<file path="src/sacl_pkg.sv">
`default_nettype none

package sacl_pkg;

    // Associativity is 1, 2 or 4 ways; the way number is two bits wide.
    localparam int MAX_WAYS      = 4;
    localparam int MAX_WAYS_LOG2 = 2;
    localparam int WAY_W         = 2;
    localparam int CFG_W         = 2;
    localparam int SET_OUT_W     = 8;
    localparam int CNT_W         = 32;

    typedef logic [CNT_W-1:0] count_t;
    typedef logic [WAY_W-1:0] way_t;

    typedef struct packed {
        logic hit;
        way_t way;
    } lookup_t;

    // A request for more ways than the cache has is held to the maximum.
    function automatic logic [1:0] eff_log2(input logic [CFG_W-1:0] ways_log2);
        logic [1:0] lg;
        if (ways_log2 > CFG_W'(MAX_WAYS_LOG2))
        begin
            lg = 2'(MAX_WAYS_LOG2);
        end
        else
        begin
            lg = ways_log2;
        end
        return lg;
    endfunction

endpackage

`default_nettype wire

</file>
<file path="src/sacl_set_update.sv">
`default_nettype none

module sacl_set_update
    import sacl_pkg::*;
#(
    parameter int ADDR_WIDTH = 32,
    parameter int AGE_WIDTH  = 16
) (
    input  wire logic [ADDR_WIDTH-1:0]                address,
    input  wire logic [1:0]                           ways_log2_eff,
    input  wire logic [1:0]                           offset,
    input  wire logic [MAX_WAYS-1:0][ADDR_WIDTH-1:0]  tags_in,
    input  wire logic [MAX_WAYS-1:0][AGE_WIDTH-1:0]   ages_in,
    output lookup_t                                   result,
    output logic      [MAX_WAYS-1:0][ADDR_WIDTH-1:0]  tags_out,
    output logic      [MAX_WAYS-1:0][AGE_WIDTH-1:0]   ages_out
);

    localparam logic [AGE_WIDTH-1:0] AGE_MAX = {AGE_WIDTH{1'b1}};

    logic [MAX_WAYS-1:0] in_set;
    logic                found;
    logic [1:0]          hit_bank;
    logic [1:0]          vic_bank;
    logic [1:0]          sel_bank;

    // The row holds MAX_WAYS lines; the set occupies the banks from offset on.
    always_comb
    begin
        logic [2:0] ways;
        logic [2:0] rel;
        ways = 3'd1 << ways_log2_eff;
        for (int w = 0; w < MAX_WAYS; w++)
        begin
            rel       = 3'(w) - {1'b0, offset};
            in_set[w] = (3'(w) >= {1'b0, offset}) && (rel < ways);
        end
    end

    // Banks are in way order, so the first match is the lowest way, and the
    // strict compare keeps the lowest way among equally old ones.
    always_comb
    begin
        found    = 1'b0;
        hit_bank = 2'd0;
        vic_bank = offset;
        for (int w = 0; w < MAX_WAYS; w++)
        begin
            if (!found && in_set[w] && (tags_in[w] == address))
            begin
                found    = 1'b1;
                hit_bank = 2'(w);
            end
            if (in_set[w] && (ages_in[w] > ages_in[vic_bank]))
            begin
                vic_bank = 2'(w);
            end
        end
        sel_bank   = found ? hit_bank : vic_bank;
        result.hit = found;
        result.way = sel_bank - offset;
    end

    always_comb
    begin
        for (int w = 0; w < MAX_WAYS; w++)
        begin
            tags_out[w] = tags_in[w];
            ages_out[w] = ages_in[w];
            if (in_set[w])
            begin
                if (2'(w) == sel_bank)
                begin
                    ages_out[w] = '0;
                    if (!found)
                    begin
                        tags_out[w] = address;
                    end
                end
                else if (ages_in[w] != AGE_MAX)
                begin
                    ages_out[w] = ages_in[w] + 1'b1;
                end
            end
        end
    end

endmodule

`default_nettype wire

</file>
<file path="config.mk">
export PLATFORM = sky130hd
export DESIGN_NAME = sacl_set_update
export DESIGN_NICKNAME = d
export VERILOG_FILES = /design/src/sacl_pkg.sv /design/src/sacl_set_update.sv
export SDC_FILE = /design/constraint.sdc
export NUM_CORES = 1
export LEC_CHECK = 0
export ABC_AREA = 1
export CAP_MARGIN = 20
export CORE_AREA = 5 5 162 164
export DETAILED_ROUTE_END_ITERATION = 8
export DIE_AREA = 0 0 167 169
export DONT_BUFFER_PORTS = 1
export GPL_ROUTABILITY_DRIVEN = 0
export PLACE_DENSITY = 0.51
export SLEW_MARGIN = 10
export SYNTH_ARGS = -nofsm -noshare
export SYNTH_HDL_FRONTEND = slang
export SYNTH_SLANG_ARGS = --single-unit
</file>
<file path="constraint.sdc">
create_clock -name vclk -period 33.6
set_input_delay 6.72 -clock vclk [all_inputs]
set_output_delay 6.72 -clock vclk [all_outputs]
set_load 0.05 [all_outputs]
</file>
==> metrics.yaml, run 1 <==
run_status:
  status: "complete, no violations"
global_routing:
  grt_pass1_vias: 11200
  antenna_found_initial: 0
  grt_max_degree: 57
  grt_pass1_wl_um: 66000
  grt_util_all_layers_pct: 29.25
  grt.overflow.total: 0
clock_tree:
  postCtsHoldBufs: 0
  cts_post_setup_buffers_inserted: 0
  ctsResizeCount: 0
cells_and_area:
  syn2layout_area_growth_pct: 0.1708
  n_sequential_cell: 0
  seqCellArea_sq_um: 0
  drive_gt1_share_pct: 3.769
  nClkBuffers: 0
  post-route-util_pct: 38.55
  final_nets: 2113
  final_area_sq_um: 9540
  diodes: 0
logic_synthesis:
  yosys-top-cells-count: "750 x nand2_1, 201 x inv_1, 170 x nor2_1"
  synth_cell_type_count: 48
  yosys_warnings: 0
  synthCells: 1886
  synth_top_area_cell: "nand2_1"
  yosysMostFrequentCell: "nand2_1"
  synth_top_area_share_pct: 29.56
  synthTopCellsByArea: "nand2_1 30%, ha_1 10%, xnor2_1 8.1%"
  synth_nets: 2193
  syn_avg_cell_area_sq_um: 5.050
  seq_area_frac_synth_pct: 0
  syn_area_sq_um: 9524
sta:
  hold_slack_ps: 13730
  worst_pin_slew_ps: 1154
  fin_ws_ps: 9749
  finalSetupViolations: 0
  min_period_ps: 23850
  slew_violations: 0
  hold_viol_final: 0
  grt_setup_unrepaired: "false"
  period_share_pct: 70.98
  totalNegativeSetupSlack_ps: 0
  relSlewSlack_pct: 22.83
  max_freq_mhz: 41.93
floorplanning:
  die_area_sq_um: 28220
  rows: 58
  die_h_um: 169
  die_width_um: 167
  core_area_sq_um: 24750
  start_util_pct: 38.49
  ioPinCount: 423
worst_setup_path:
  critical_path.max_fanout: 42
  slowest_delay_ps: 660
  end_kind: "output pin"
  critPathKind: "in2out"
  cp.arrival_ps: 17130
  cp.required_ps: 26880
  cp_common_cell: "nand2_1"
  startpoint_type: "input port"
  slowest_stage: "inv_2"
detailed_routing:
  drcViolationCount: 0
  vias: 11650
  dr.pass1.iters: 6
  wirelength_um: 44320
  wl_per_cell_um: 20.77
  drt_iter0_drc: 1107
  viasPerCell: 5.459
  ant_nets: 0
power_and_ir_drop:
  cellPowerDensity_nw_per_um2: 30.24
  vdd.ir_drop.worst_mv: 0.01970
  power_leakage_nw: 5.102
placed_design:
  portBuffers: 0
  post_dp_cell_area_sq_um: 9485
  post-place-ws_ps: 10070
  dp.final_hpwl_um: 37390
hold_path:
  min_to: "ages_out[22]"
  hp-start: "ages_in[22]"
  min_path_type: "in2out"
  worstHoldPathCells: 3
run:
  max_cap_viol_count: 0
==> through the flow <==
| stage | cells | total power (W) |
|---|---|---|
| finish | 2134 | 0.0002885 |
| global route | 2134 | 0.0003109 |
| CTS | 2132 | 0.0002869 |
| detailed placement | 2132 | 0.0002862 |
| global placement | 2132 | 0.0002847 |
| floorplan | 1886 | 0.0002488 |
==> how the worst max path moves through the flow <==
stage	startpoint	to	slack [ps]	cells after the start
5_1_grt	offset[1]	tags_out[54]	8820	54
3_3_place_gp	offset[1]	tags_out[60]	10230	54
2_1_floorplan	offset[1]	ages_out[49]	12090	56
4_1_cts	offset[1]	tags_out[60]	10050	54
3_5_place_dp	offset[1]	tags_out[60]	10070	54
6_report	offset[1]	tags_out[60]	9750	54
==> layout by cell type, fill, tap and decap left out, drive strengths merged, types with 2 or more instances in the layout <==
cell | Yosys | final
o21a | 5 | 5
o32ai | 2 | 2
nor3 | 21 | 21
nand3b | 5 | 5
xor2 | 40 | 40
a21o | 2 | 2
nand4 | 19 | 19
o31ai | 5 | 5
ha | 79 | 79
a22o | 7 | 7
xnor2 | 88 | 88
or2 | 9 | 9
inv | 223 | 223
a21oi | 81 | 81
nand3 | 87 | 87
buf | 61 | 9
o22ai | 7 | 7
nor4 | 5 | 5
nor2 | 177 | 177
o21ai | 142 | 142
o211ai | 28 | 28
nand2 | 758 | 758
==> layout make-up <==
type | instances | area [sq um]
Multi-Input combinational cell | 1571 | 8170
Inverter | 224 | 849.6
Fill cell | 2882 | 15210
Tap cell | 330 | 412.9
Timing Repair Buffer | 9 | 107.6
==> cell families (layout without fill, tap and decap cells) <==
group           Yosys count  count (layout)  share of synthesized area, %
buf+inv                 315             233                         14.21
compound gates          280             280                         16.40
xor+xnor                128             128                         11.77
simple gates           1083            1083                         47.14
mux                       1               1                        0.1051
fa+ha+maj                79              79                         10.38
==> report_power, final <==
part	switching [W]	internal [W]	leakage [nW]	total [W]
Clock	0	0	0	0
Combinational	0.000228	0.0000603	5.10	0.000288
Sequential	0	0	0	0
Total	0.000228	0.0000603	5.10	0.000288
==> critical path: cells and delay by family <==
kind | cells | cell delay (ps)
buf+inv | 6 | 1950
simple gates | 32 | 5450
fa+ha+maj | 4 | 1220
compound gates | 12 | 1710
==> routing by layer <==
| layer | share of wire [%] | wire, um | GRT usage [%] | vias up |
|---|---|---|---|---|
| li1 | - | - | - | 5790 |
| met1 | 35 | 15650 | 31.01 | 5162 |
| met2 | 52 | 23080 | 56.13 | 586 |
| met3 | 8.7 | 3834 | 7.356 | 112 |
| met4 | 4.0 | 1758 | 9.854 | 0 |
| met5 | 0 | 0 | 0 | - |
No activity file was read; power rests on OpenSTA's default activity.
==> inputs of run 2 (changes only) <==
clock period = 23.9 ns   (was 33.6 ns; I/O delays follow)
==> metrics.yaml, run 2 (same netlist as run 1, synthesis figures left out) <==
placed_design:
  portBuffers: 0  # unchanged
  dp.final_hpwl_um: 37460  # was 37390 um
run:
  max_cap_viol_count: 0  # unchanged
global_routing:
  grt.met3_usage_pct: 6.866  # was 7.356%
  antenna_found_initial: 0  # unchanged
  grt_pass1_vias: 11180  # was 11200
  top_usage_layer: "met2"  # unchanged
  use_met2_pct: 55.48  # was 56.13%
  grt.overflow.total: 0  # unchanged
  grt_pass1_wl_um: 65770  # was 66000 um
  grt_util_all_layers_pct: 29.14  # was 29.25%
  grt_max_degree: 57  # unchanged
  grtUsageMet1_pct: 30.87  # was 31.01%
detailed_routing:
  wl_per_cell_um: 20.82  # was 20.77 um
  viasPerCell: 5.513  # was 5.459
  drt_iter0_drc: 1159  # was 1107
  wirelength_um: 44430  # was 44320 um
  vias: 11760  # was 11650
  drcViolationCount: 0  # unchanged
  ant_nets: 0  # unchanged
  dr.pass1.iters: 6  # unchanged
hold_path:
  min_path_type: "in2out"  # unchanged
  hp-start: "ages_in[22]"  # unchanged
  worstHoldPathCells: 3  # unchanged
  min_to: "ages_out[22]"  # unchanged
cells_and_area:
  seqCellArea_sq_um: 0  # unchanged
  fillers: 2946  # was 2882
  diodes: 0  # unchanged
  mostFrequentLayoutCell: "nand2_1"  # unchanged
  final_nets: 2113  # unchanged
  final_cell_mix: "750 x nand2_1, 201 x inv_1, 170 x nor2_1"  # unchanged
  nClkBuffers: 0  # unchanged
  syn2layout_area_growth_pct: 0.03944  # was 0.1708%
  n_sequential_cell: 0  # unchanged
  drive_gt1_share_pct: 3.769  # unchanged
sta:
  max_freq_mhz: 50.10
  worst_pin_slew_ps: 1153  # was 1154 ps
  finalSetupViolations: 0  # unchanged
  grt_setup_unrepaired: "false"  # unchanged
  slew_violations: 0  # unchanged
  min_period_ps: 19960
  relSlewSlack_pct: 22.89  # was 22.83%
  totalNegativeSetupSlack_ps: 0  # unchanged
  hold_viol_final: 0  # unchanged
  period_share_pct: 83.52
worst_setup_path:
  slowest_stage: "inv_2"  # unchanged
  slowest_delay_ps: 640  # was 660 ps
  cp.arrival_ps: 15180  # was 17130 ps
  cp.required_ps: 19120  # was 26880 ps
  end_kind: "output pin"  # unchanged
  cp_common_cell: "nand2_1"  # unchanged
  startpoint_type: "input port"  # unchanged
  critPathKind: "in2out"  # unchanged
  cp-startpoint: "offset[1]"  # unchanged
  critical_path.max_fanout: 42  # unchanged
floorplanning:
  ioPinCount: 423  # unchanged
  rows: 58  # unchanged
  core_area_sq_um: 24750  # unchanged
  die_width_um: 167  # unchanged
  die_area_sq_um: 28220  # unchanged
  die_h_um: 169  # unchanged
  start_util_pct: 38.49  # unchanged
clock_tree:
  cts_post_setup_buffers_inserted: 0  # unchanged
  ctsResizeCount: 0  # unchanged
  postCtsHoldBufs: 0  # unchanged
run_status:
  status: "complete, no violations"  # unchanged
power_and_ir_drop:
  power_leakage_nw: 5.096  # was 5.102 nW
  cellPowerDensity_nw_per_um2: 42.50  # was 30.24 nW/um^2
  vdd.ir_drop.worst_mv: 0.02810  # was 0.01970 mV
  finalPower_w: 0.0004049  # was 0.0002885 W
## run 2: cell count changes in the layout (fill, tap and decap cells not counted)
cell,delta
buf_8,+1
buf_16,-1
## run 2: power by group
part           internal, W  switching [W]
clock network            0              0
logic            0.0000846       0.000320
registers                0              0
total            0.0000846       0.000320
## run 2: per-stage QoR
stage | util (%) | hold slack (ps) | instance area (sq um) | setup slack (ps) | instances
after global routing | 38.50 | 9868 | 9528 | 2920 | 2134
after detailed placement | 38.33 | 9849 | 9485 | 4245 | 2132
after global placement | 38.33 | 9851 | 9485 | 4466 | 2132
final | 38.50 | 9848 | 9528 | 3939 | 2134
after floorplan | - | 9837 | 9524 | 6269 | 1886
after CTS | 38.33 | 9849 | 9485 | 4240 | 2132
## run 2: how the worst max path moves through the flow
| stage | to | slack, ps | cells past startpoint |
|---|---|---|---|
| 2_1_floorplan | ages_out[49] | 6270 | 56 |
| 3_3_place_gp | tags_out[60] | 4470 | 50 |
| 3_5_place_dp | tags_out[60] | 4250 | 54 |
| 4_1_cts | tags_out[60] | 4240 | 54 |
| 5_1_grt | tags_out[56] | 2920 | 54 |
| 6_report | tags_out[60] | 3940 | 54 |
## run 2: layer usage
layer  routed length, um  up-vias
met5                   0        -
met4                2080        0
met3                3943      118
met2               22740      598
met1               15670     5253
li1                    -     5795
## run 2: critical path: cells and delay by family
kind                     cells  cell delay, ps
AO/OA/AOI/OAI               11            1530
buffers and inverters        5            1900
AND/OR/NAND/NOR             34            5710
adder cells (fa/ha/maj)      4            1200
## run 2: layout make-up
type	instances	area [sq um]	area share [%]
inverter	224	849.6	8.917
multi-input combinational	1571	8170	85.75
tap	330	412.9	4.334
timing repair buffer	9	95.09	0.9980
==> inputs of run 3 (changes only) <==
ABC_AREA = 0   (was 1)
CORE_AREA = 5 5 161 163   (was 5 5 162 164)
DIE_AREA = 0 0 166 168   (was 0 0 167 169)
PLACE_DENSITY = 0.47   (was 0.51)
clock period = 19.2 ns   (was 23.9 ns; I/O delays follow)
==> metrics.yaml, run 3 <==
run_status:
  status: "complete, no violations"  # unchanged
worst_setup_path:
  end_kind: "output pin"  # unchanged
  slowest_stage: "or3_2"  # was inv_2
  critPathKind: "in2out"  # unchanged
  cpLargestDelayFamily: "simple AND/OR/NAND/NOR gates"  # unchanged
  cp_common_cell: "ha_1"  # was nand2_1
  cp-startpoint: "offset[0]"  # was offset[1]
  path_buf_inv: 3  # was 5
  startpoint_type: "input port"  # unchanged
  critical_path.max_fanout: 32  # was 42
  cp.arrival_ps: 14590  # was 15180 ps
  cp.required_ps: 15360  # was 19120 ps
  slowest_delay_ps: 860  # was 640 ps
  worst-path-stages: 37  # was 54
detailed_routing:
  drt_iter0_drc: 1031  # was 1159
  viasPerCell: 6.332  # was 5.513
  drcViolationCount: 0  # unchanged
  ant_nets: 0  # unchanged
  wirelength_um: 44810  # was 44430 um
  vias: 9087  # was 11760
  dr.pass1.iters: 5  # was 6
  wl_per_cell_um: 31.22  # was 20.82 um
sta:
  slew_violations: 0  # unchanged
  relSlewSlack_pct: 29.86  # was 22.89%
  worst_pin_slew_ps: 1043  # was 1153 ps
  hold_viol_final: 0  # unchanged
  min_period_ps: 18430
  finalSetupViolations: 0  # unchanged
  period_share_pct: 95.97
  totalNegativeSetupSlack_ps: 0  # unchanged
  grt_setup_unrepaired: "false"  # unchanged
  max_freq_mhz: 54.27
placed_design:
  portBuffers: 0  # unchanged
  dp.cells: 1433  # was 2132
  dp.final_hpwl_um: 37660  # was 37460 um
global_routing:
  grt_pass1_wl_um: 63190  # was 65770 um
  grtUsageMet1_pct: 40.10  # was 30.87%
  antenna_found_initial: 2  # was 0
  grt_util_all_layers_pct: 29.69  # was 29.14%
  grt.overflow.total: 0  # unchanged
  grt.met3_usage_pct: 11.25  # was 6.866%
  grt_pass1_vias: 8669  # was 11180
  top_usage_layer: "met2"  # unchanged
  grt_max_degree: 33  # was 57
  use_met2_pct: 46.75  # was 55.48%
logic_synthesis:
  synth_nets: 1438  # was 2193
  synthTopCellsByArea: "mux2_2 18%, xor2_1 16%, ha_1 12%"  # was nand2_1 30%, ha_1 10%, xnor2_1 8.1%
  synth_top_area_share_pct: 17.77  # was 29.56%
  syn_area_sq_um: 8367  # was 9524 sq um
  synthCells: 1131  # was 1886
  seq_area_frac_synth_pct: 0  # unchanged
  synth_cell_type_count: 67  # was 48
  syn_avg_cell_area_sq_um: 7.398  # was 5.050 sq um
  yosys-top-cells-count: "150 x xor2_1, 132 x mux2_2, 101 x nand2_1, 101 x nor2_1, 79 x ha_1"  # was 750 x nand2_1, 201 x inv_1, 170 x nor2_1
  synth_top_area_cell: "mux2_2"  # was nand2_1
  yosys_warnings: 0  # unchanged
  yosysMostFrequentCell: "xor2_1"  # was nand2_1
floorplanning:
  die_width_um: 166  # was 167 um
  start_util_pct: 34.61  # was 38.49%
  core_area_sq_um: 24180  # was 24750 sq um
  die_area_sq_um: 27890  # was 28220 sq um
  rows: 57  # was 58
  ioPinCount: 423  # unchanged
  die_h_um: 168  # was 169 um
cells_and_area:
  mostFrequentLayoutCell: "xor2_1"  # was nand2_1
  fillers: 2611  # was 2946
  n_sequential_cell: 0  # unchanged
  seqCellArea_sq_um: 0  # unchanged
  multi_input_area_sq_um: 7876  # was 8170 sq um
  diodes: 0  # unchanged
  drive_gt1_share_pct: 22.41  # was 3.769%
  nClkBuffers: 0  # unchanged
  final_nets: 1420  # was 2113
  final_cell_mix: "150 x xor2_1, 132 x mux2_2, 101 x nor2_1, 101 x nand2_1, 79 x ha_1"  # was 750 x nand2_1, 201 x inv_1, 170 x nor2_1
  syn2layout_area_growth_pct: 7.567  # was 0.03944%
  fin_cells: 1435  # was 2134
run:
  max_cap_viol_count: 0  # unchanged
clock_tree:
  ctsResizeCount: 0  # unchanged
  postCtsHoldBufs: 0  # unchanged
  cts_post_setup_buffers_inserted: 0  # unchanged
power_and_ir_drop:
  power_leakage_nw: 3.631  # was 5.096 nW
  vdd.ir_drop.worst_mv: 0.04680  # was 0.02810 mV
  cellPowerDensity_nw_per_um2: 58.26  # was 42.50 nW/um^2
hold_path:
  min_path_type: "in2out"  # unchanged
  worstHoldPathCells: 1  # was 3
  hp-start: "ages_in[63]"  # was ages_in[22]
[run 3: cell count changes after synthesis, moves of 24 or more]
cell      before  now
o21ai_0      137   38
mux2_2         0  132
inv_1        201   38
xor2_1        40  150
nand2_1      750  101
clkbuf_1      30   67
nand3_1       75   32
xnor2_1       88   23
nor2_1       170  101
a21oi_1       81   57
buf_2         40    8
nor4_1         5   38
[run 3: final cells by class]
class / count / area share, %
Tap cell: 324 / 4.504
Timing Repair Buffer: 75 / 6.395
Inverter: 38 / 1.585
Multi-Input combinational cell: 998 / 87.52
[run 3: path summary, 6_finish.rpt]
kind	to
worst max-delay path	tags_out[99]
worst min-delay path	ages_out[63]
[run 3: cell families after synthesis]
group                    share of synthesized area [%]
adder cells (fa/ha/maj)                          11.81
AO/OA/AOI/OAI                                    15.31
buffers and inverters                            6.580
multiplexers                                     25.57
AND/OR/NAND/NOR                                  22.61
XOR/XNOR                                         18.11
[run 3: report_power, final]
group | total, W | internal, W | switching [W]
Sequential | 0 | 0 | 0
Clock | 0 | 0 | 0
Combinational | 0.000524 | 0.000158 | 0.000367
Total | 0.000524 | 0.000158 | 0.000367
[run 3: stage by stage]
step	power [W]	hold slack, ps	setup WS, ps	util, %	area, sq um
finish	0.0005244	7890	773.9	37.23	9000
global route	0.0005548	7893	311.5	37.23	9000
CTS	0.0005218	7895	936.1	37.16	8985
detailed placement	0.0005202	7894	938.3	37.16	8985
global placement	0.0005201	7896	1016	37.16	8985
floorplan	0.0004274	7959	449.1	-	8367
[run 3: layer usage]
layer	part of all wire (%)	vias to the layer above
met1	43	4384
met4	1.5	2
met5	0.045	-
met2	43	558
met3	12	44
li1	-	4099
